==> config.mk <==
export PLATFORM = sky130hd
export DESIGN_NAME = rgbshp_out_skid
export DESIGN_NICKNAME = d
export VERILOG_FILES = /design/src/hdl/rgbshp_pkg.sv /design/src/hdl/rgbshp_out_skid.sv
export SDC_FILE = /design/constraint.sdc
export NUM_CORES = 1
export LEC_CHECK = 0
export BUFFER_PORTS_ARGS = -buffer_cell sky130_fd_sc_hd__buf_2
export CAP_MARGIN = 20
export CORE_MARGIN = 1
export CORE_UTILIZATION = 50
export CTS_CLUSTER_SIZE = 20
export DETAILED_ROUTE_END_ITERATION = 10
export PLACE_DENSITY = 0.84
export SLEW_MARGIN = 20
export SYNTH_ARGS = -nofsm -noshare
export SYNTH_HDL_FRONTEND = slang
export SYNTH_SLANG_ARGS = --single-unit
==> constraint.sdc <==
create_clock -name clk -period 1.9 [get_ports clk]
set_input_delay 0.285 -clock clk [delete_from_list [all_inputs] [get_ports clk]]
set_output_delay 0.285 -clock clk [all_outputs]
set_load 0.01 [all_outputs]
==> src/hdl/rgbshp_pkg.sv <==
// Shared types, constants and the per-channel sharpen function for the RGB sharpen stream.
package rgbshp_pkg;

    // Line geometry
    localparam int MAX_WIDTH = 1024;
    localparam int ADDR_W    = (MAX_WIDTH > 1) ? $clog2(MAX_WIDTH) : 1;
    localparam int WCNT_W    = $clog2(MAX_WIDTH + 1);

    // Register and field widths
    localparam int FW_W       = 11;
    localparam int FH_W       = 16;
    localparam int STR_W      = 6;
    localparam int CH_W       = 8;
    localparam int NUM_CH     = 3;
    localparam int PIX_W      = NUM_CH * CH_W;
    localparam int LINE_W     = 2 * PIX_W;
    localparam int CFG_IDX_W  = 2;
    localparam int CFG_DATA_W = 16;
    localparam int WT_W       = 7;
    localparam int SUM_W      = 16;

    // Kernel constants
    localparam int CENTRE_BASE = 4;
    localparam int CH_MAX      = 255;

    // Register indexes
    localparam logic [CFG_IDX_W-1:0] REG_FRAME_WIDTH  = 2'd0;
    localparam logic [CFG_IDX_W-1:0] REG_FRAME_HEIGHT = 2'd1;
    localparam logic [CFG_IDX_W-1:0] REG_STRENGTH     = 2'd2;

    // Register reset values
    localparam logic [FW_W-1:0]         FRAME_WIDTH_RST  = 11'd640;
    localparam logic [FH_W-1:0]         FRAME_HEIGHT_RST = 16'd480;
    localparam logic signed [STR_W-1:0] STRENGTH_RST     = 6'sd1;

    // Input commands
    localparam logic CMD_PIXEL = 1'b0;
    localparam logic CMD_FLUSH = 1'b1;

    typedef struct packed {
        logic            command;
        logic [CH_W-1:0] red_in;
        logic [CH_W-1:0] green_in;
        logic [CH_W-1:0] blue_in;
    } pix_item_t;

    typedef struct packed {
        logic [CH_W-1:0] red_out;
        logic [CH_W-1:0] green_out;
        logic [CH_W-1:0] blue_out;
        logic            last_pixel;
    } res_item_t;

    // One line memory word: row above and current row at one column
    typedef struct packed {
        logic [PIX_W-1:0] up_px;
        logic [PIX_W-1:0] mid_px;
    } line_word_t;

    // Effective frame geometry
    typedef struct packed {
        logic [ADDR_W-1:0] last_col;
        logic [FH_W-1:0]   last_row;
    } geom_t;

    // Per-item decode from the sequencer
    typedef struct packed {
        logic [ADDR_W-1:0] col;
        logic              advance;
        logic              mem_write;
        logic              produce;
        logic              up_valid;
        logic              at_left;
        logic              at_right;
        logic              last;
    } ctrl_t;

    // Cross kernel on one channel, clamped to 0..255
    function automatic logic [CH_W-1:0] sharpen_channel(
        input logic signed [WT_W-1:0] weight,
        input logic [CH_W-1:0]        centre,
        input logic [CH_W-1:0]        up,
        input logic [CH_W-1:0]        left,
        input logic [CH_W-1:0]        right,
        input logic [CH_W-1:0]        down
    );
        logic signed [SUM_W-1:0] sum;
        logic [CH_W-1:0]         res;
        sum = SUM_W'(weight) * $signed(SUM_W'(centre))
            - $signed(SUM_W'(up)) - $signed(SUM_W'(left))
            - $signed(SUM_W'(right)) - $signed(SUM_W'(down));
        if (sum < 0)
            res = '0;
        else if (sum > SUM_W'(CH_MAX))
            res = CH_W'(CH_MAX);
        else
            res = sum[CH_W-1:0];
        return res;
    endfunction

endpackage

==> src/hdl/rgbshp_out_skid.sv <==
// Result register plus skid entry so the input side keeps flowing under output stalls.
module rgbshp_out_skid
    import rgbshp_pkg::*;
(
    input  logic      clk,
    input  logic      rst_n,
    input  logic      push,
    input  res_item_t push_item,
    output logic      has_room,
    output logic      res_valid,
    input  logic      res_ready,
    output res_item_t res_data
);

    logic      out_valid_reg, out_valid_next;
    logic      skid_valid_reg, skid_valid_next;
    res_item_t out_data_reg, out_data_next;
    res_item_t skid_data_reg, skid_data_next;
    logic      take;

    assign has_room  = !skid_valid_reg;
    assign res_valid = out_valid_reg;
    assign res_data  = out_data_reg;

    // Refill the output register from skid first, then from the new item
    always_comb
    begin
        take            = out_valid_reg && res_ready;
        out_valid_next  = out_valid_reg;
        out_data_next   = out_data_reg;
        skid_valid_next = skid_valid_reg;
        skid_data_next  = skid_data_reg;
        if (!out_valid_reg || take)
        begin
            if (skid_valid_reg)
            begin
                out_valid_next  = 1'b1;
                out_data_next   = skid_data_reg;
                skid_valid_next = push;
                skid_data_next  = push_item;
            end
            else
            begin
                out_valid_next = push;
                out_data_next  = push_item;
            end
        end
        else if (push)
        begin
            skid_valid_next = 1'b1;
            skid_data_next  = push_item;
        end
    end

    always_ff @(posedge clk or negedge rst_n)
    begin
        if (!rst_n)
        begin
            out_valid_reg  <= 1'b0;
            skid_valid_reg <= 1'b0;
        end
        else
        begin
            out_valid_reg  <= out_valid_next;
            skid_valid_reg <= skid_valid_next;
        end
    end

    always_ff @(posedge clk)
    begin
        out_data_reg  <= out_data_next;
        skid_data_reg <= skid_data_next;
    end

`ifndef SYNTHESIS
    // skid only ever holds the second of two waiting results
    assert property (@(posedge clk) disable iff (!rst_n) skid_valid_reg |-> out_valid_reg)
        else $error("skid entry valid with empty output register");

    // no new result may arrive while the skid entry is full
    assert property (@(posedge clk) disable iff (!rst_n) !(push && skid_valid_reg))
        else $error("result pushed into full skid stage");
`endif

endmodule

# Word-level counts from Yosys, hierarchy flattened
# Cells that the tools add are included.
# word_totals
elab_cells	25
register_bits	52
# classes
eq_ne	1
n_reduce_logical	6
mux	8
# ops
operator	n
two-way mux 25 bit	4
two-way mux 1 bit	4
logical NOT 1 bit	2
!= test 2 bit, second input constant	1
AND reduction 2 bit	1
nonzero test 2 bit	1
logical AND 1 bit	1
logical OR 1 bit	1

# Longest topological paths before layout
# Gate-level depths: netlist of run 1.
# depth
depth_word	4
ltp_mapped	3

# Worst setup path before layout of run 1
# Ideal clock, no wire load.
# synth_timing
kind	flip-flop to flip-flop
from	register out_valid_reg (netlist: res_valid)
to	register skid_data_reg[0] (netlist name), enable pin
path_slack_ns	0.436
setup_ns	0.309
arrival_time_ns	1.156
period_less_slack_ns	1.464
path_buffers	0
path_stages_with_launch	3
path_cell_list	dfrtp_1 -> nor2b_1 -> mux2_2
# synth_via
elab_chain_len	4
# synth_rtl
item	line_no	rtl
start: declaration	rgbshp_out_skid.sv:15	logic out_valid_reg, out_valid_next;
start signal: assignment	rgbshp_out_skid.sv:64	out_valid_reg <= out_valid_next;
logical NOT 1 bit or logical AND 1 bit (tied branches)	rgbshp_out_skid.sv:33, rgbshp_out_skid.sv:28	
logical OR 1 bit *	rgbshp_out_skid.sv:33	if (!out_valid_reg || take)
!= test 2 bit (no source line) or nonzero test 2 bit (tied branches)	-	
AND reduction 2 bit (no source line) *	-	
end signal: assignment	rgbshp_out_skid.sv:72	skid_data_reg <= skid_data_next;
end: declaration	rgbshp_out_skid.sv:18	res_item_t skid_data_reg, skid_data_next;
# Every way passes the cells marked *; elsewhere a longest branch is shown, timed or not.
# A chain may end at the register's enable or synchronous reset.

# Worst setup path after layout of run 1
# layout_timing
from	register out_valid_reg (netlist: res_valid)
to	register out_data_reg (netlist bit res_data[3]), enable pin
# layout_via
elab_chain_len	2
# layout_rtl
item	line_no	rtl
logical NOT 1 bit or logical AND 1 bit (tied branches)	rgbshp_out_skid.sv:33, rgbshp_out_skid.sv:28	
logical OR 1 bit *	rgbshp_out_skid.sv:33	
end signal: assignment	rgbshp_out_skid.sv:71	out_data_reg <= out_data_next;
end: declaration	rgbshp_out_skid.sv:17	res_item_t out_data_reg, out_data_next;
# Marked as above.

==> reports/qor.txt, run 1 <==
Simple-gate portion of the synthesized area - 0.6485%
Hold slack - 0.1659 ns
Crit-path max cell delay - 0.70 ns
Core Area - 3689 µm²
Drt drc - 0
Vias in the first global route - 963
Largest family of logic cells by synthesized area - multiplexers
Peak VDD IR - 0.6013 mV
Post-synth cell types - 10
Setup TNS - 0 ns
Routed wire length - 3.010 mm
Ys Warns - 0
Detailed Route Iter0 Violations - 51
Final Max Slew Viols - 0
Adder-cell share of the synthesized area - 0.5837%
Antenna cells - 0
Data required, critical path - 1.83 ns
Vias per cell - 4.918
Ports - 56
Synthesized cell area - 1929 µm²
CTS tree - yes
Fin crit share - 87.19%
Row cnt - 22
P&R area growth vs syn - 21.47%
Mux share of post-synthesis cell area - 16.54%
Compound-Gate Fraction of Synth Area - 0%
Num CTS Buffers - 5
First drt pass iteration count - 4
Post-synthesis sequential area ratio - 80.42%
GPL Wtd Cong - 0.6753
Setup Viol. Count Final - 0
RSZ-0062 raised after global routing - no
Worst EP arrival - 1.58 ns
Worst-path clk slew - 0.09 ns
Pwr dens - 1011 nW/µm²
Clock Skew - 0.007175 ns
Die height - 64.12 µm
Die W - 64.12 µm
Hold Crit Class - input pin to flop
Final net count - 177
Synthesis-stage register bit count - 52
Antenna Violating Nets Remaining - 0
Avg Cell Area, Syn - 22.43 µm²
Synth Instances - 86
Clk_lat worst skew - 0.30 ns
Critical path's slowest cell - inv_1
PortBufs - 55
Via count - 964
Max Cap Viol - 0
Post-Syn Nets - 115
Critical path class - flop to flop
Starting Density - 52.31%
Dpl hpwl - 2.039 mm
Status - finished clean
CTS Root Cell - clkbuf_8
Critical Path Source Type - flop
Leakage - 0.0009263 µW
Worst slew margin - 36.91%
Commonest cells after routing, fill and taps aside - 55 x buf_2, 50 x edfxtp_1, 19 x mux2_2, 7 x mux2_4, 5 x clkbuf_8
Fmax - 603.7 MHz
Final Hold Viols - 0
CTS Sinks - 52
Worst-path cell chain - nor2b_1 > inv_1
Critical path peak fanout - 25
Fillers - 272
H-tree lvl count - 2
Slew @ Worst Pin - 0.9453 ns
Xor/xnor cell area share of the yosys netlist - 0%
Ratio of cells with drive above 1 in the final layout - 61.49%
Global route overflow - 0
Total GRT Usage - 16.63%
Wire length per cell - 15.36 µm
Largest net degree at the start of global routing - 26
CTS max path bufs - 2
Post-CTS sizing - 0
Global-route wire length before repair - 4.871 mm
Die Area - 4111 µm²
Worst Setup End Kind - flop
Min Tclk post-route - 1.657 ns
Antenna violations before repair - 0
Commonest non-fill, non-tap cell in the layout - buf_2
## cell families (layout without fill, tap and decap cells)
logic type	after synthesis	in the layout
fa+ha+maj	1	1
flops	52	52
buf+inv	5	67
mux	26	26
simple gates	2	2
## timing repair
item | in CTS | in global routing
hold buffers | 1 | 0
buffers inserted | 0 | 0
endpoints found under the hold margin | 2 | 0
## per-stage QoR
| step | utilization, % | setup slack [ns] | cell area (µm²) | power (µW) | instances |
|---|---|---|---|---|---|
| 2_1_floorplan | - | 0.4355 | 1929 | 1680 | 86 |
| 3_3_place_gp | 61.06 | 0.3283 | 2252 | 1798 | 188 |
| 3_5_place_dp | 61.06 | 0.2230 | 2252 | 1815 | 188 |
| 4_1_cts | 63.53 | 0.1931 | 2344 | 2396 | 196 |
| 5_1_grt | 63.53 | 0.1319 | 2344 | 2471 | 196 |
| 6_report | 63.53 | 0.2434 | 2344 | 2369 | 196 |
## Yosys cell counts
cell,instances,area share (%)
maj3_2,1,0.58
mux2_4,7,5.4
edfxtp_1,50,78
nor2b_1,1,0.32
inv_1,2,0.39
dfrtp_1,2,2.6
buf_6,2,1.2
mux2_2,19,11
buf_2,1,0.26
or3_1,1,0.32
## worst max-delay path, delay by kind of cell (launching register included)
kind / cells / cell delay, ns
and+or+nand+nor: 1 / 0.18
buffers and inverters: 1 / 0.70
DFF: 1 / 0.40
## final timing paths
kind / from / endpoint / slack [ns] / cells after the start
min reg2reg: skid_data_reg[20] / res_data[20] / 0.55 / 1
max reg2reg: res_valid / res_data[3] / 0.24 / 2
max in group asynchronous: rst_n / skid_valid_reg / 1.49 / 2
min: push_item[11] / skid_data_reg[11] / 0.17 / 1
max: res_valid / res_data[3] / 0.24 / 2
min in group asynchronous: rst_n / res_valid / 0.31 / 2
## power by group
| group | internal, µW | switching (µW) | leakage (µW) |
|---|---|---|---|
| Clock | 250 | 335 | 0.0000400 |
| Combinational | 163 | 170 | 0.000374 |
| Sequential | 1420 | 32.6 | 0.000513 |
| Total | 1830 | 538 | 0.000926 |
## area by class of cell
cell class,count,area (µm²),area share [%]
tap,48,60.06,2.563
clock inverter,2,12.51,0.5339
timing repair buffer,58,300.3,12.81
multi-input combinational,29,342.8,14.63
sequential,52,1551,66.20
inverter,2,7.507,0.3203
clock buffer,5,68.82,2.936
## layer usage
layer,vias up,GRT usage [%],wire length (µm)
li1,457,-,-
met1,461,21.58,1341
met2,43,26.33,1410
met3,3,5.536,220
met4,0,5.833,37
met5,-,0,0
Note: power is estimated with default switching activity, not from simulation.
==> inputs of run 2 (changes only) <==
Settings changed: PLACE_DENSITY 0.84 to not set, PLACE_DENSITY_LB_ADDON set to 0.08.
==> run 2 against run 1 <==
  * Combinational power rose by 8.7%
  * Sequential power about the same
  * Register-to-register slack improved by 0.22 ns
  * Worst hold slack improved by 0.0083 ns
  * Maximum frequency up 12%
  * Largest cell class unchanged
  * Highest routed layer unchanged
==> reports/qor.txt, run 2 (synthesis gave the netlist of run 1 again) <==
Status - finished clean
Ratio of cells with drive above 1 in the final layout - 62.75% (+1.3 points)
Die W - 64.12 µm (unchanged)
Top routing layer used - met4
Data required, critical path - 1.62 ns (-0.21 ns)
Largest net degree at the start of global routing - 21 (-19%)
Commonest cells after routing, fill and taps aside - 55 x buf_2, 50 x edfxtp_1, 19 x mux2_2, 7 x mux2_4, 7 x clkbuf_8
Worst EP arrival - 1.19 ns (-0.39 ns)
CTS Root Cell - clkbuf_8
GPL Wtd Cong - 0.6478 (-4.1%)
Antenna Violating Nets Remaining - 0 (unchanged)
Power Total - 2451 µW (+3.5%)
First drt pass iteration count - 4 (unchanged)
PortBufs - 55 (unchanged)
Inst Count DP - 193 (+2.7%)
Met2 wire length - 1.372 mm (-2.7%)
Routed wire length - 2.844 mm (-5.5%)
Global route overflow - 0 (unchanged)
Slew @ Worst Pin - 0.3116 ns (-0.6337 ns)
Final Hold Viols - 0 (unchanged)
Min Tclk post-route - 1.477 ns (-0.1794 ns)
Die height - 64.12 µm (unchanged)
Worst-path clk slew - 0.08 ns (about the same)
Wire length per cell - 14.15 µm (-7.9%)
Post-CTS sizing - 0 (unchanged)
Critical path class - flop to output port
Pwr dens - 1013 nW/µm² (+0.18%)
Detailed Route Iter0 Violations - 26 (-49%)
Global-route wire length before repair - 4.512 mm (-7.4%)
Core Area - 3689 µm² (unchanged)
H-tree lvl count - 2 (unchanged)
Setup bufs post-CTS - 0 (unchanged)
CTS Sinks - 52 (unchanged)
Commonest non-fill, non-tap cell in the layout - buf_2
CTS max path bufs - 2 (unchanged)
Total GRT Usage - 15.37% (-1.3 points)
CTS hold repair buffers - 1 (unchanged)
Dpl hpwl - 2.065 mm (+1.3%)
Max Cap Viol - 0 (unchanged)
P&R area growth vs syn - 25.49%
Met1 WL - 1.192 mm (-11%)
Fin crit share - 77.74% (-9.4 points)
Final cell count without fillers - 201 (+2.6%)
Clk_lat worst skew - 0.29 ns (about the same)
Clock Skew - 0.003411 ns (-0.003764 ns)
Setup TNS - 0 ns (unchanged)
Leakage - 0.0009692 µW (+4.6%)
Drt drc - 0 (unchanged)
Antenna cells - 0 (unchanged)
Ports - 56 (unchanged)
Via count - 976 (+1.2%)
Die Area - 4111 µm² (unchanged)
Critical path peak fanout - 14 (-44%)
Antenna violations before repair - 0 (unchanged)
Final Max Slew Viols - 0 (unchanged)
Worst slew margin - 79.22% (+42 points)
Starting Density - 52.31% (unchanged)
Final design utilization - 65.64% (+2.1 points)
CTS tree - yes
Vias in the first global route - 959 (-0.42%)
Worst Setup End Kind - output port
Met3 wire length - 249 µm (+13%)
Row cnt - 22 (unchanged)
Setup Viol. Count Final - 0 (unchanged)
Peak VDD IR - 0.5623 mV (-6.5%)
Fmax - 677.0 MHz (+12%)
Final net count - 182 (+2.8%)
Hold Crit Class - input pin to flop
Critical Path Source Type - flop
Num CTS Buffers - 5 (unchanged)
Vias per cell - 4.856 (-1.3%)
RSZ-0062 raised after global routing - no
==> run 2: cell types whose count changed in the layout (fill, tap and decap cells not counted), sizes merged <==
| cell | previous run | this run |
|---|---|---|
| buf | 57 | 62 |
| clkbuf | 5 | 7 |
| clkinvlp | 1 | 0 |
| clkinv | 1 | 0 |
==> run 2: power by group <==
| group | total (µW) | switching [µW] | internal (µW) |
|---|---|---|---|
| clock | 639 | 315 | 324 |
| combinational | 362 | 170 | 192 |
| sequential | 1450 | 34.6 | 1420 |
| total | 2450 | 520 | 1930 |
==> run 2: worst paths after layout <==
check	from	endpoint	slack (ns)	cells after the start
hold reg to reg	skid_data_reg[14]	res_data[14]	0.55	1
hold / removal	push_item[11]	skid_data_reg[11]	0.17	1
min in group asynchronous	rst_n	res_valid	0.29	2
max in group asynchronous	rst_n	skid_valid_reg	1.51	2
setup / recovery	skid_valid_reg	has_room	0.42	3
setup reg to reg	res_valid	skid_data_reg[15]	0.46	3
==> run 2: layout make-up <==
cell class	count	area, µm²
flip-flops and latches	52	1551
fillers	284	1267
repair buffers	63	362.8
multi-input cells	29	342.8
clock buffers	7	96.34
well taps	48	60.06
inverters	2	7.507
==> run 2: metal layers <==
layer | track usage (%) | vias to the layer above
met4 | 5.000 | 0
met1 | 20.22 | 469
li1 | - | 467
met2 | 23.01 | 36
met3 | 6.786 | 4
met5 | 0 | -
==> run 2: critical path: stages (launching register included) <==
cell     delay, ns
dfrtp_1       0.53
buf_12        0.20
inv_1         0.04
buf_2         0.13
==> run 2: metrics by stage <==
step / hold WS [ns] / area (µm²) / worst slack [ns]
after floorplan: -0.01059 / 1929 / 0.4355
after global placement: 0.07023 / 2315 / 0.4357
after detailed placement: 0.07076 / 2315 / 0.4127
after CTS: 0.1622 / 2421 / 0.3860
after global routing: 0.1543 / 2421 / 0.3559
final: 0.1742 / 2421 / 0.4229
