===== src/hdl/rgbshp_pkg.sv =====
// Shared types, constants and the per-channel sharpen function for the RGB sharpen stream.
package rgbshp_pkg;

    // Line geometry
    localparam int MAX_WIDTH = 1024;
    localparam int ADDR_W    = (MAX_WIDTH > 1) ? $clog2(MAX_WIDTH) : 1;
    localparam int WCNT_W    = $clog2(MAX_WIDTH + 1);

    // Register and field widths
    localparam int FW_W       = 11;
    localparam int FH_W       = 16;
    localparam int STR_W      = 6;
    localparam int CH_W       = 8;
    localparam int NUM_CH     = 3;
    localparam int PIX_W      = NUM_CH * CH_W;
    localparam int LINE_W     = 2 * PIX_W;
    localparam int CFG_IDX_W  = 2;
    localparam int CFG_DATA_W = 16;
    localparam int WT_W       = 7;
    localparam int SUM_W      = 16;

    // Kernel constants
    localparam int CENTRE_BASE = 4;
    localparam int CH_MAX      = 255;

    // Register indexes
    localparam logic [CFG_IDX_W-1:0] REG_FRAME_WIDTH  = 2'd0;
    localparam logic [CFG_IDX_W-1:0] REG_FRAME_HEIGHT = 2'd1;
    localparam logic [CFG_IDX_W-1:0] REG_STRENGTH     = 2'd2;

    // Register reset values
    localparam logic [FW_W-1:0]         FRAME_WIDTH_RST  = 11'd640;
    localparam logic [FH_W-1:0]         FRAME_HEIGHT_RST = 16'd480;
    localparam logic signed [STR_W-1:0] STRENGTH_RST     = 6'sd1;

    // Input commands
    localparam logic CMD_PIXEL = 1'b0;
    localparam logic CMD_FLUSH = 1'b1;

    typedef struct packed {
        logic            command;
        logic [CH_W-1:0] red_in;
        logic [CH_W-1:0] green_in;
        logic [CH_W-1:0] blue_in;
    } pix_item_t;

    typedef struct packed {
        logic [CH_W-1:0] red_out;
        logic [CH_W-1:0] green_out;
        logic [CH_W-1:0] blue_out;
        logic            last_pixel;
    } res_item_t;

    // One line memory word: row above and current row at one column
    typedef struct packed {
        logic [PIX_W-1:0] up_px;
        logic [PIX_W-1:0] mid_px;
    } line_word_t;

    // Effective frame geometry
    typedef struct packed {
        logic [ADDR_W-1:0] last_col;
        logic [FH_W-1:0]   last_row;
    } geom_t;

    // Per-item decode from the sequencer
    typedef struct packed {
        logic [ADDR_W-1:0] col;
        logic              advance;
        logic              mem_write;
        logic              produce;
        logic              up_valid;
        logic              at_left;
        logic              at_right;
        logic              last;
    } ctrl_t;

    // Cross kernel on one channel, clamped to 0..255
    function automatic logic [CH_W-1:0] sharpen_channel(
        input logic signed [WT_W-1:0] weight,
        input logic [CH_W-1:0]        centre,
        input logic [CH_W-1:0]        up,
        input logic [CH_W-1:0]        left,
        input logic [CH_W-1:0]        right,
        input logic [CH_W-1:0]        down
    );
        logic signed [SUM_W-1:0] sum;
        logic [CH_W-1:0]         res;
        sum = SUM_W'(weight) * $signed(SUM_W'(centre))
            - $signed(SUM_W'(up)) - $signed(SUM_W'(left))
            - $signed(SUM_W'(right)) - $signed(SUM_W'(down));
        if (sum < 0)
            res = '0;
        else if (sum > SUM_W'(CH_MAX))
            res = CH_W'(CH_MAX);
        else
            res = sum[CH_W-1:0];
        return res;
    endfunction

endpackage


===== src/hdl/rgbshp_kernel.sv =====
// Three-channel sharpen datapath over the five cross taps.
module rgbshp_kernel
    import rgbshp_pkg::*;
(
    input  logic signed [WT_W-1:0] weight,
    input  logic [PIX_W-1:0]       up_px,
    input  logic [PIX_W-1:0]       left_px,
    input  logic [PIX_W-1:0]       centre_px,
    input  logic [PIX_W-1:0]       right_px,
    input  logic [PIX_W-1:0]       down_px,
    output logic [PIX_W-1:0]       sharp_px
);

    // Channels are independent
    always_comb
    begin
        for (int ch = 0; ch < NUM_CH; ch++)
        begin
            sharp_px[ch*CH_W +: CH_W] = sharpen_channel(weight,
                centre_px[ch*CH_W +: CH_W], up_px[ch*CH_W +: CH_W],
                left_px[ch*CH_W +: CH_W], right_px[ch*CH_W +: CH_W],
                down_px[ch*CH_W +: CH_W]);
        end
    end

endmodule


===== config.mk =====
export PLATFORM = sky130hd
export DESIGN_NAME = rgbshp_kernel
export DESIGN_NICKNAME = d
export VERILOG_FILES = /design/src/hdl/rgbshp_pkg.sv /design/src/hdl/rgbshp_kernel.sv
export SDC_FILE = /design/constraint.sdc
export NUM_CORES = 1
export LEC_CHECK = 0
export ABC_AREA = 1
export BUFFER_PORTS_ARGS = -buffer_cell sky130_fd_sc_hd__buf_2
export CAP_MARGIN = 20
export CORE_ASPECT_RATIO = 0.9
export CORE_MARGIN = 3
export CORE_UTILIZATION = 55
export DETAILED_ROUTE_END_ITERATION = 7
export MAX_ROUTING_LAYER = met4
export PLACE_DENSITY = 0.77
export SYNTH_ARGS = -nofsm -noshare
export SYNTH_HDL_FRONTEND = slang
export SYNTH_SLANG_ARGS = --single-unit

===== constraint.sdc =====
create_clock -name vclk -period 10.35
set_input_delay 1.5525 -clock vclk [all_inputs]
set_output_delay 1.5525 -clock vclk [all_outputs]
set_load 0.02 [all_outputs]

# After elaboration in Yosys (flattened, before gate mapping)
# Cells that the tools add are included.
# Widths: inputs -> output; s select.
# totals
ram_bits	0
reg_bits	0
latchBits	0
mem_count	0
romBits	0
# classes
n_addsub	12
eq_ne	0
n_div	0
order_cmp	6
mux	6
n_reduce_logical	0
bitwise_logic	0
shifts	0
mul	3
# ops
operator	n
$sub 16x9->16	12
$gt 16x9->1 const B	3
$lt 16x1->1 const B	3
$mul 7x9->16	3
$mux 8	6

# Logic depth before layout (Yosys ltp)
# Gate-level depths: netlist (run 1).
# logic_depth
word_depth	8
ltp_mapped	26
ltp_nobuf	25

# Least setup slack after synthesis (run 1)
# Ideal clock, no wire load.
# synth_timing
path_type	input to output
start	input port weight[6]
end	output port sharp_px[16]
path_buffers	1
t_required_ns	8.797
stages	21
slack_ns	2.774
arrival_time_ns	6.024
path_cell_list	inv_1 clkbuf_1 nor2_1 fa_1 inv_1 fa_1 fa_1 fa_1 fa_1 inv_1 ha_1 nand2_1 inv_1 nand2_1 nand2_1 nand2_1 nand3_1 a21oi_2 xnor2_4 nand2_1 inv_1
# synth_via
elab_chain_cells	8
word_cells_on_any_way	9
classes_between	4 x add/sub; 1 x mul; 2 x order compare; 2 x mux
# synth_rtl
element	line_no	text
start: declaration	rgbshp_kernel.sv:5	input logic signed [WT_W-1:0] weight,
$mul 7x9->16 *	rgbshp_pkg.sv:89	sum = SUM_W'(weight) * $signed(SUM_W'(centre))
$sub 16x9->16 * (2 in a row)	rgbshp_pkg.sv:90	- $signed(SUM_W'(up)) - $signed(SUM_W'(left))
$sub 16x9->16 * (2 in a row)	rgbshp_pkg.sv:91	- $signed(SUM_W'(right)) - $signed(SUM_W'(down));
$gt 16x9->1	rgbshp_pkg.sv:94	else if (sum > SUM_W'(CH_MAX))
$mux 8	rgbshp_pkg.sv:94	
$mux 8 *	rgbshp_pkg.sv:92	if (sum < 0)
end: declaration	rgbshp_kernel.sv:11	output logic [PIX_W-1:0] sharp_px
# Every way passes the cells marked *; elsewhere a longest branch is shown, timed or not.

# Worst setup path after layout (run 1)
# layout_timing
start	input port weight[6]
end	output port sharp_px[23]
# The elaborated chain is that of the path after synthesis.

==> reports/metrics.yaml, run 1 <==
status:
  status: "finished clean"
hold_path:
  min_from: "down_px[16]"
  whs_endpoint: "sharp_px[16]"
  worstHoldPathCells: 9
  hold_path_class: "in2out"
timing:
  slew_headroom_pct: 41.6
  rsz0062_at_grt: "no"
  setup_viol: 0
  finalHoldViolCount: 0
  finalMaxSlewViolations: 0
  tightest_slew_ps: 874
  fin_crit_sh_pct: 79.9
  fmax_mhz: 121
  fin_setup_tns_ps: 0
  timing.hold.ws_ps: 3830
  fin_crit_ps: 8270
floorplanning:
  num_rows: 46
  dieHeight_um: 135
  start_util_pct: 56.8
  dieWidth_um: 149
  core_mm2: 0.0179
  fp.dieArea_mm2: 0.0201
  io-pin-count: 151
synthesis:
  synth_commonest_cells: "inv_1 (511), nand2_1 (336), fa_1 (183), ha_1 (153), nand3_1 (43)"
  syn_nets: 1874
  yosysMostFrequentCell: "inv_1"
  ys_seq_area_share_pct: 0
  post-synth-top-area-fraction_pct: 36.1
  syn-cell-area_mm2: 0.0102
  syn_avg_cell_area_um2: 7.20
  ys_top_cells_by_area: "fa_1 (36%), inv_1 (19%), ha_1 (19%), nand2_1 (12%), nand3_1 (2.1%)"
  synth_cell_types: 31
  yosysWarnings: 0
  yosys.area.top_type: "fa_1"
  synthCells: 1411
detailed_routing:
  drt_iter0_drc: 423
  routedWlPerCell_um: 12.2
  firstDrtPassIters: 5
  vias: 8577
  ant_nets: 0
  met3_length_mm: 1.10
  wirelength_mm: 21.7
  met1_length_mm: 9.98
  wl_met2_mm: 10.5
  post-route-drc-count: 0
  highest_layer: "met4"
  post_drt_via_cell_ratio: 4.81
setup_path:
  cp_slowest_cell: "fa_1"
  critPathMaxFanout: 27
  crit_path_start_kind: "input pin"
  cp.required_ps: 8800
  crit_path_cell_trace: "buf_2, inv_1, or2_2, fa_1, inv_1, fa_1, fa_1, fa_1, inv_1, fa_1, inv_1, ha_1, nand2_1, nand2_1, a21oi_1, nand3_1, a21oi_2, xnor2_4, nand2_1, inv_1, buf_2"
  worst_ep_arrival_time_ps: 6720
  cp-end-kind: "output pin"
  crit_type: "in2out"
  cpPeakStageDelay_ps: 520
final_layout:
  fin_area_mm2: 0.0112
  nets: 2010
  area_delta_synth_final_pct: 9.76
  seq_area_um2: 0
  multi_input_area_mm2: 0.00817
  clkbuf_count: 0
  n_fill_cell: 1611
  diodes: 0
  stdcell_count: 1785
  drive_above_1_share_pct: 13.1
  seq_cell_count: 0
cts:
  cts_resized: 0
  cts_setup_buffers: 0
  holdBufCountCts: 0
placed_design:
  placed_cell_area_mm2: 0.0112
  io_buffers: 151
  dp_hpwl_mm: 19.7
  gp_congestion: 0.934
  placed_cells: 1785
global_routing:
  grt_pass1_wl_mm: 37.5
  grt_max_degree: 28
  grt_overflow: 0
  antenna_found_initial: 0
  grt_pass1_vias: 8490
  track_usage_pct: 22.8
flow_run:
  max_cap_violations: 0
-- cells in the final DEF, fill, tap and decap left out, drive strengths merged --
master and count:
inv 514, o21ai 1, a31oi 2, nand2 344
ha 153, xnor2 13, xor2 5, a21oi 23
nand3 52, nand3b 4, nor3 3, fa 183
a21o 1, o21bai 4, and2 1, nand4 27
nor2 45, buf 151, or2 19
-- how the worst max path moves through the flow --
| stage | end | cells past startpoint | slack (ps) | startpoint |
|---|---|---|---|---|
| 2_1_floorplan | sharp_px[16] | 21 | 2770 | weight[6] |
| 3_3_place_gp | sharp_px[19] | 22 | 2180 | weight[6] |
| 3_5_place_dp | sharp_px[18] | 22 | 2090 | weight[6] |
| 4_1_cts | sharp_px[18] | 22 | 2090 | weight[6] |
| 5_1_grt | sharp_px[20] | 22 | 1680 | weight[6] |
| 6_report | sharp_px[23] | 21 | 2080 | weight[6] |
-- metal layers --
metal / up-vias / track usage [%]
li1: 4284 / -
met1: 4053 / 31.9
met5: - / -
met3: 18 / 1.34
met2: 222 / 38.5
met4: 0 / 2.19
-- worst max-delay path: cells and delay by family --
kind | cells | cell delay [ps]
buffers and inverters | 7 | 850
AO/OA/AOI/OAI | 2 | 460
adder cells (fa/ha/maj) | 6 | 2720
XOR/XNOR | 1 | 210
AND/OR/NAND/NOR | 5 | 900
-- per-stage QoR --
step | setup slack [ps] | util (%)
finish | 2080 | 62.3
global route | 1680 | 62.3
CTS | 2090 | 62.3
detailed placement | 2090 | 62.3
global placement | 2180 | 62.3
floorplan | 2770 | -
-- layout make-up --
| type | instances | area share (%) |
|---|---|---|
| Multi-Input combinational cell | 880 | 73.2 |
| Inverter | 514 | 17.3 |
| Timing Repair Buffer | 151 | 6.78 |
| Tap cell | 240 | 2.69 |
-- cells by family after synthesis --
| family | synth area share [%] |
|---|---|
| AO/OA/AOI/OAI | 1.79 |
| adder cells (fa/ha/maj) | 54.9 |
| AND/OR/NAND/NOR | 21.6 |
| XOR/XNOR | 2.11 |
| buffers and inverters | 19.6 |
Power of run 1 is not shown: default switching activity piles up to over one toggle a cycle in this logic, so the estimate is an artifact.
==> inputs of run 2 (changes only) <==
Settings changed: PLACE_DENSITY 0.77 to 0.8.
Clock period 10.35 ns to 7 ns, I/O delays scaled along.
==> reports/metrics.yaml, run 2 (synthesis results as in run 1) <==
timing:
  fin_crit_ps: 6730
  fin_setup_tns_ps: 0  # unchanged
  tightest_slew_ps: 514  # -360 ps
  slew_headroom_pct: 65.7  # +24 points
  timing.hold.ws_ps: 2860  # -972 ps
  fin_ws_ps: 265  # -1820 ps
  finalHoldViolCount: 0  # unchanged
  finalMaxSlewViolations: 0  # unchanged
  fmax_mhz: 148
  fin_crit_sh_pct: 96.2
  setup_viol: 0  # unchanged
global_routing:
  track_usage_pct: 22.5  # -0.27 points
  grt_max_degree: 25  # -11%
  grt_pass1_vias: 8687  # +2.3%
  grt_overflow: 0  # unchanged
  grt_pass1_wl_mm: 37.4  # -0.42%
  antenna_found_initial: 2  # +2
detailed_routing:
  routedWlPerCell_um: 12.2  # +0.11%
  ant_nets: 0  # unchanged
  post_drt_via_cell_ratio: 4.84  # +0.82%
  firstDrtPassIters: 5  # unchanged
  post-route-drc-count: 0  # unchanged
  drt_iter0_drc: 462  # +9.2%
  vias: 8720  # +1.7%
  wirelength_mm: 21.9  # +0.95%
final_layout:
  drive_above_1_share_pct: 15.5  # +2.3 points
  area_delta_synth_final_pct: 12.8
  seq_cell_count: 0  # unchanged
  layout_commonest_cell: "inv_1"
  n_fill_cell: 1559  # -3.2%
  seq_area_um2: 0  # unchanged
  clkbuf_count: 0  # unchanged
  layout_common_cells: "inv_1 (510), nand2_1 (331), fa_1 (181)"
  nets: 2022  # +0.60%
status:
  status: "finished clean"
flow_run:
  max_cap_violations: 0  # unchanged
placed_design:
  io_buffers: 151  # unchanged
  gp_congestion: 0.926  # -0.92%
  dp_hpwl_mm: 19.8  # +0.65%
  dpl_worst_slack_ps: 98.3  # -1990 ps
setup_path:
  path_buf_inv: 8  # +1
  crit_family: "adder cells"
  cp-end-kind: "output pin"
  cp.required_ps: 5950  # -2850 ps
  crit_type: "in2out"
  crit_path_cell_trace: "clkbuf_4, buf_12, nand2_1, fa_1, inv_1, fa_1, inv_1, fa_1, fa_1, fa_1, inv_1, ha_1, nand2_2, nor2_1, nand3_1, nand4_1, nand2_1, inv_1, nand4_1, nand2_1, inv_1, buf_2"
  critPathMaxFanout: 13  # -52%
  worst_ep_arrival_time_ps: 5680  # -1040 ps
  cpPeakStageDelay_ps: 540  # +20 ps
  crit_path_start_kind: "input pin"
  cp_slowest_cell: "fa_1"
floorplanning:
  core_mm2: 0.0179  # unchanged
  io-pin-count: 151  # unchanged
  start_util_pct: 56.8  # unchanged
  dieHeight_um: 135  # unchanged
  dieWidth_um: 149  # unchanged
  num_rows: 46  # unchanged
  fp.dieArea_mm2: 0.0201  # unchanged
cts:
  holdBufCountCts: 0  # unchanged
hold_path:
  hold_path_class: "in2out"
==> run 2: changes by cell type in the layout (fill, tap and decap cells not counted), sizes merged <==
cell | previous run | this run
buf | 151 | 160
clkbuf | 0 | 3
diode | 0 | 3
clkinvlp | 0 | 1
inv | 514 | 513
==> run 2: metal layers <==
metal	GRT usage (%)	vias to the layer above	part of all wire [%]
met5	-	-	0
met4	3.10	0	1.1
met2	39.1	250	51
met3	1.38	27	5.5
met1	30.2	4129	43
li1	-	4314	-
==> run 2: path summary, 6_finish.rpt <==
path / start / endpoint / slack, ps / cells after the start
max: weight[2] / sharp_px[22] / 270 / 22
min: down_px[0] / sharp_px[0] / 2860 / 9
==> run 2: what timing repair did <==
action / 4_1_cts / 5_1_grt
gates resized for setup: 0 / 40
setup buffers: 0 / 3
endpoints found under the setup margin: 0 / 24
==> run 2: area by class of cell <==
class	instances	area [um^2]	share of cell area [%]
inverter	514	1930	16.9
tap	240	300	2.62
antenna	3	7.51	0.0655
multi-input combinational	880	8360	72.9
timing repair buffer	163	868	7.57
==> run 2: metrics by stage <==
step,cells,area [um^2],util (%)
after floorplan,1411,10200,-
after global routing,1799,11500,64.1
after global placement,1794,11200,62.7
final,1800,11500,64.1
after CTS,1794,11200,62.7
after detailed placement,1794,11200,62.7
==> run 2: worst min-delay path, cell delays in order <==
cell,delay (ps)
buf_2,90
inv_1,50
ha_1,130
ha_1,130
inv_1,40
nand4_1,80
nand2_1,50
inv_1,40
buf_2,150
Power of run 2 is left out for the same reason.
==> inputs of run 3 (changes only) <==
Settings changed: ABC_AREA 1 to unset, CORE_ASPECT_RATIO 0.9 to 2, PLACE_DENSITY 0.8 to 0.88.
==> reports/metrics.yaml, run 3 <==
final_layout:
  area_delta_synth_final_pct: 25.2
  seq_area_um2: 0  # unchanged
  layout_commonest_cell: "inv_1"
  n_fill_cell: 1261  # -19%
  multi_input_area_mm2: 0.00841  # +0.66%
  layout_common_cells: "inv_1 (344), fa_1 (182), ha_1 (142)"
  seq_cell_count: 0  # unchanged
  nets: 1822  # -9.9%
  clkbuf_count: 0  # unchanged
  drive_above_1_share_pct: 24.5  # +9.1 points
setup_path:
  cp.required_ps: 5950  # about the same
  crit_path_start_kind: "input pin"
  critPathMaxFanout: 9  # -4
  crit_path_cell_trace: "buf_6, buf_6, nand2_2, fa_1, inv_1, ha_1, fa_1, inv_1, fa_1, fa_1, inv_1, ha_2, o21a_4, a2111oi_4, buf_4, o31ai_4, a221oi_4, nor3_2, a211oi_4, buf_12, a21oi_2, buf_4"
  worst_ep_arrival_time_ps: 6040  # +360 ps
  crit_type: "in2out"
  cp_slowest_cell: "fa_1"
  cpMostUsedCell: "fa_1"
  cp-end-kind: "output pin"
  cpPeakStageDelay_ps: 540  # about the same
global_routing:
  busiest_layer: "met2"
  grt_overflow: 0  # unchanged
  grt_pass1_vias: 9493  # +9.3%
  track_usage_pct: 27.7  # +5.2 points
  antenna_found_initial: 2  # unchanged
  use_met1_pct: 25.4  # -4.9 points
  grt_max_degree: 18  # -28%
  gr-usage-met2_pct: 55.2  # +16 points
  grt_pass1_wl_mm: 41.5  # +11%
  met3_usage_pct: 2.05  # +0.67 points
timing:
  fin_ws_ps: -88.5  # -354 ps
  rsz0062_at_grt: "yes"
  fmax_mhz: 141  # -5.0%
  tightest_slew_ps: 395  # -120 ps
  setup_viol: 8  # +8
  finalHoldViolCount: 0  # unchanged
  slew_headroom_pct: 73.7  # +8.0 points
  fin_crit_sh_pct: 101  # +5.1 points
  fin_crit_ps: 7090  # +354 ps
  finalMaxSlewViolations: 0  # unchanged
synthesis:
  synth_cell_types: 61  # +97%
  synthCells: 1117  # -21%
  syn_nets: 1580  # -16%
  yosysMostFrequentCell: "inv_1"
  ys_seq_area_share_pct: 0  # unchanged
  yosysWarnings: 0  # unchanged
  ys_top_cells_by_area: "fa_1 (39%), ha_1 (20%), inv_1 (14%), and2_1 (4.4%), nand2_1 (3.9%)"
  post-synth-top-area-fraction_pct: 38.9  # +2.8 points
  synth_commonest_cells: "inv_1 (351), fa_1 (183), ha_1 (153), nand2_1 (97), and2_1 (66)"
  syn-cell-area_mm2: 0.00942  # -7.3%
  yosys.area.top_type: "fa_1"
  syn_avg_cell_area_um2: 8.43  # +17%
flow_run:
  max_cap_violations: 0  # unchanged
floorplanning:
  core_mm2: 0.0168  # -6.3%
  start_util_pct: 56.2  # -0.59 points
  dieWidth_um: 98.5  # -34%
  num_rows: 67  # +46%
  io-pin-count: 151  # unchanged
  fp.dieArea_mm2: 0.0188  # -6.5%
  dieHeight_um: 191  # +42%
detailed_routing:
  vias: 8418  # -3.5%
  wirelength_mm: 25.9  # +18%
  firstDrtPassIters: 4  # -1
  post-route-drc-count: 0  # unchanged
  post_drt_via_cell_ratio: 5.38  # +11%
  ant_nets: 0  # unchanged
  routedWlPerCell_um: 16.5  # +35%
  drt_iter0_drc: 355  # -23%
cts:
  holdBufCountCts: 0  # unchanged
hold_path:
  hold_path_class: "in2out"
status:
  violations: "setup timing"
  status: "finished with violations"
placed_design:
  gp_congestion: 0.983  # +6.2%
  dp_hpwl_mm: 21.8  # +10%
  io_buffers: 151  # unchanged
  dpl_worst_slack_ps: -307  # -406 ps
==> run 3: changes by cell type in the layout (fill, tap and decap cells not counted), sizes merged, moves of 21 or more <==
cell,delta
nand2,-247
inv,-162
nand3,-44
nand4,-24
o21a,+24
nand2b,+21
buf,+96
and2,+65
==> run 3: per-layer routing <==
layer	routed length [um]	share of wire [%]
met5	0	0
met4	1470	5.7
met1	8020	31
met2	15300	59
met3	1110	4.3
==> run 3: cells by family (layout without fill, tap and decap cells) <==
| logic type | after synthesis | in the layout | share of synthesized area [%] |
|---|---|---|---|
| buf+inv | 368 | 608 | 14.7 |
| compound gates | 134 | 134 | 10.0 |
| fa+ha+maj | 336 | 336 | 59.2 |
| xor+xnor | 24 | 24 | 2.23 |
| mux | 2 | 2 | 0.213 |
| other cells | 0 | 2 | 0 |
| simple gates | 253 | 253 | 13.7 |
==> run 3: worst paths after layout <==
kind | slack, ps | cells after the start | from | endpoint
setup / recovery | -90 | 22 | weight[2] | sharp_px[15]
hold / removal | 2780 | 6 | down_px[16] | sharp_px[16]
==> run 3: area by class of cell <==
cell class | count | share of cell area [%]
Tap cell | 207 | 2.20
Timing Repair Buffer | 257 | 15.3
Inverter | 351 | 11.2
Antenna cell | 2 | 0.0424
Multi-Input combinational cell | 749 | 71.3
==> run 3: per-stage QoR <==
stage | TNS (ps) | utilization (%) | instance area, um^2 | hold WS, ps | std cells
4_1_cts | -981 | 68.3 | 11500 | 2790 | 1557
3_3_place_gp | -3570 | 65.7 | 11000 | 2800 | 1543
6_report | -580 | 70.4 | 11800 | 2780 | 1566
3_5_place_dp | -6130 | 65.7 | 11000 | 2810 | 1543
5_1_grt | -4280 | 70.4 | 11800 | 2840 | 1566
2_1_floorplan | 0 | - | 9420 | 2530 | 1117
==> run 3: what timing repair did <==
action,CTS,global route
gates resized for setup,87,56
gates cloned,1,0
pin swaps,60,66
setup endpoints to repair,24,24
endpoints found under the hold margin,0,0
buffers inserted,13,8
==> run 3: critical path, delay by kind of cell <==
family / cells / cell delay (ps)
fa+ha+maj: 6 / 2550
compound gates: 6 / 1300
buf+inv: 8 / 970
simple gates: 2 / 160
Power of run 3 is left out for the same reason.
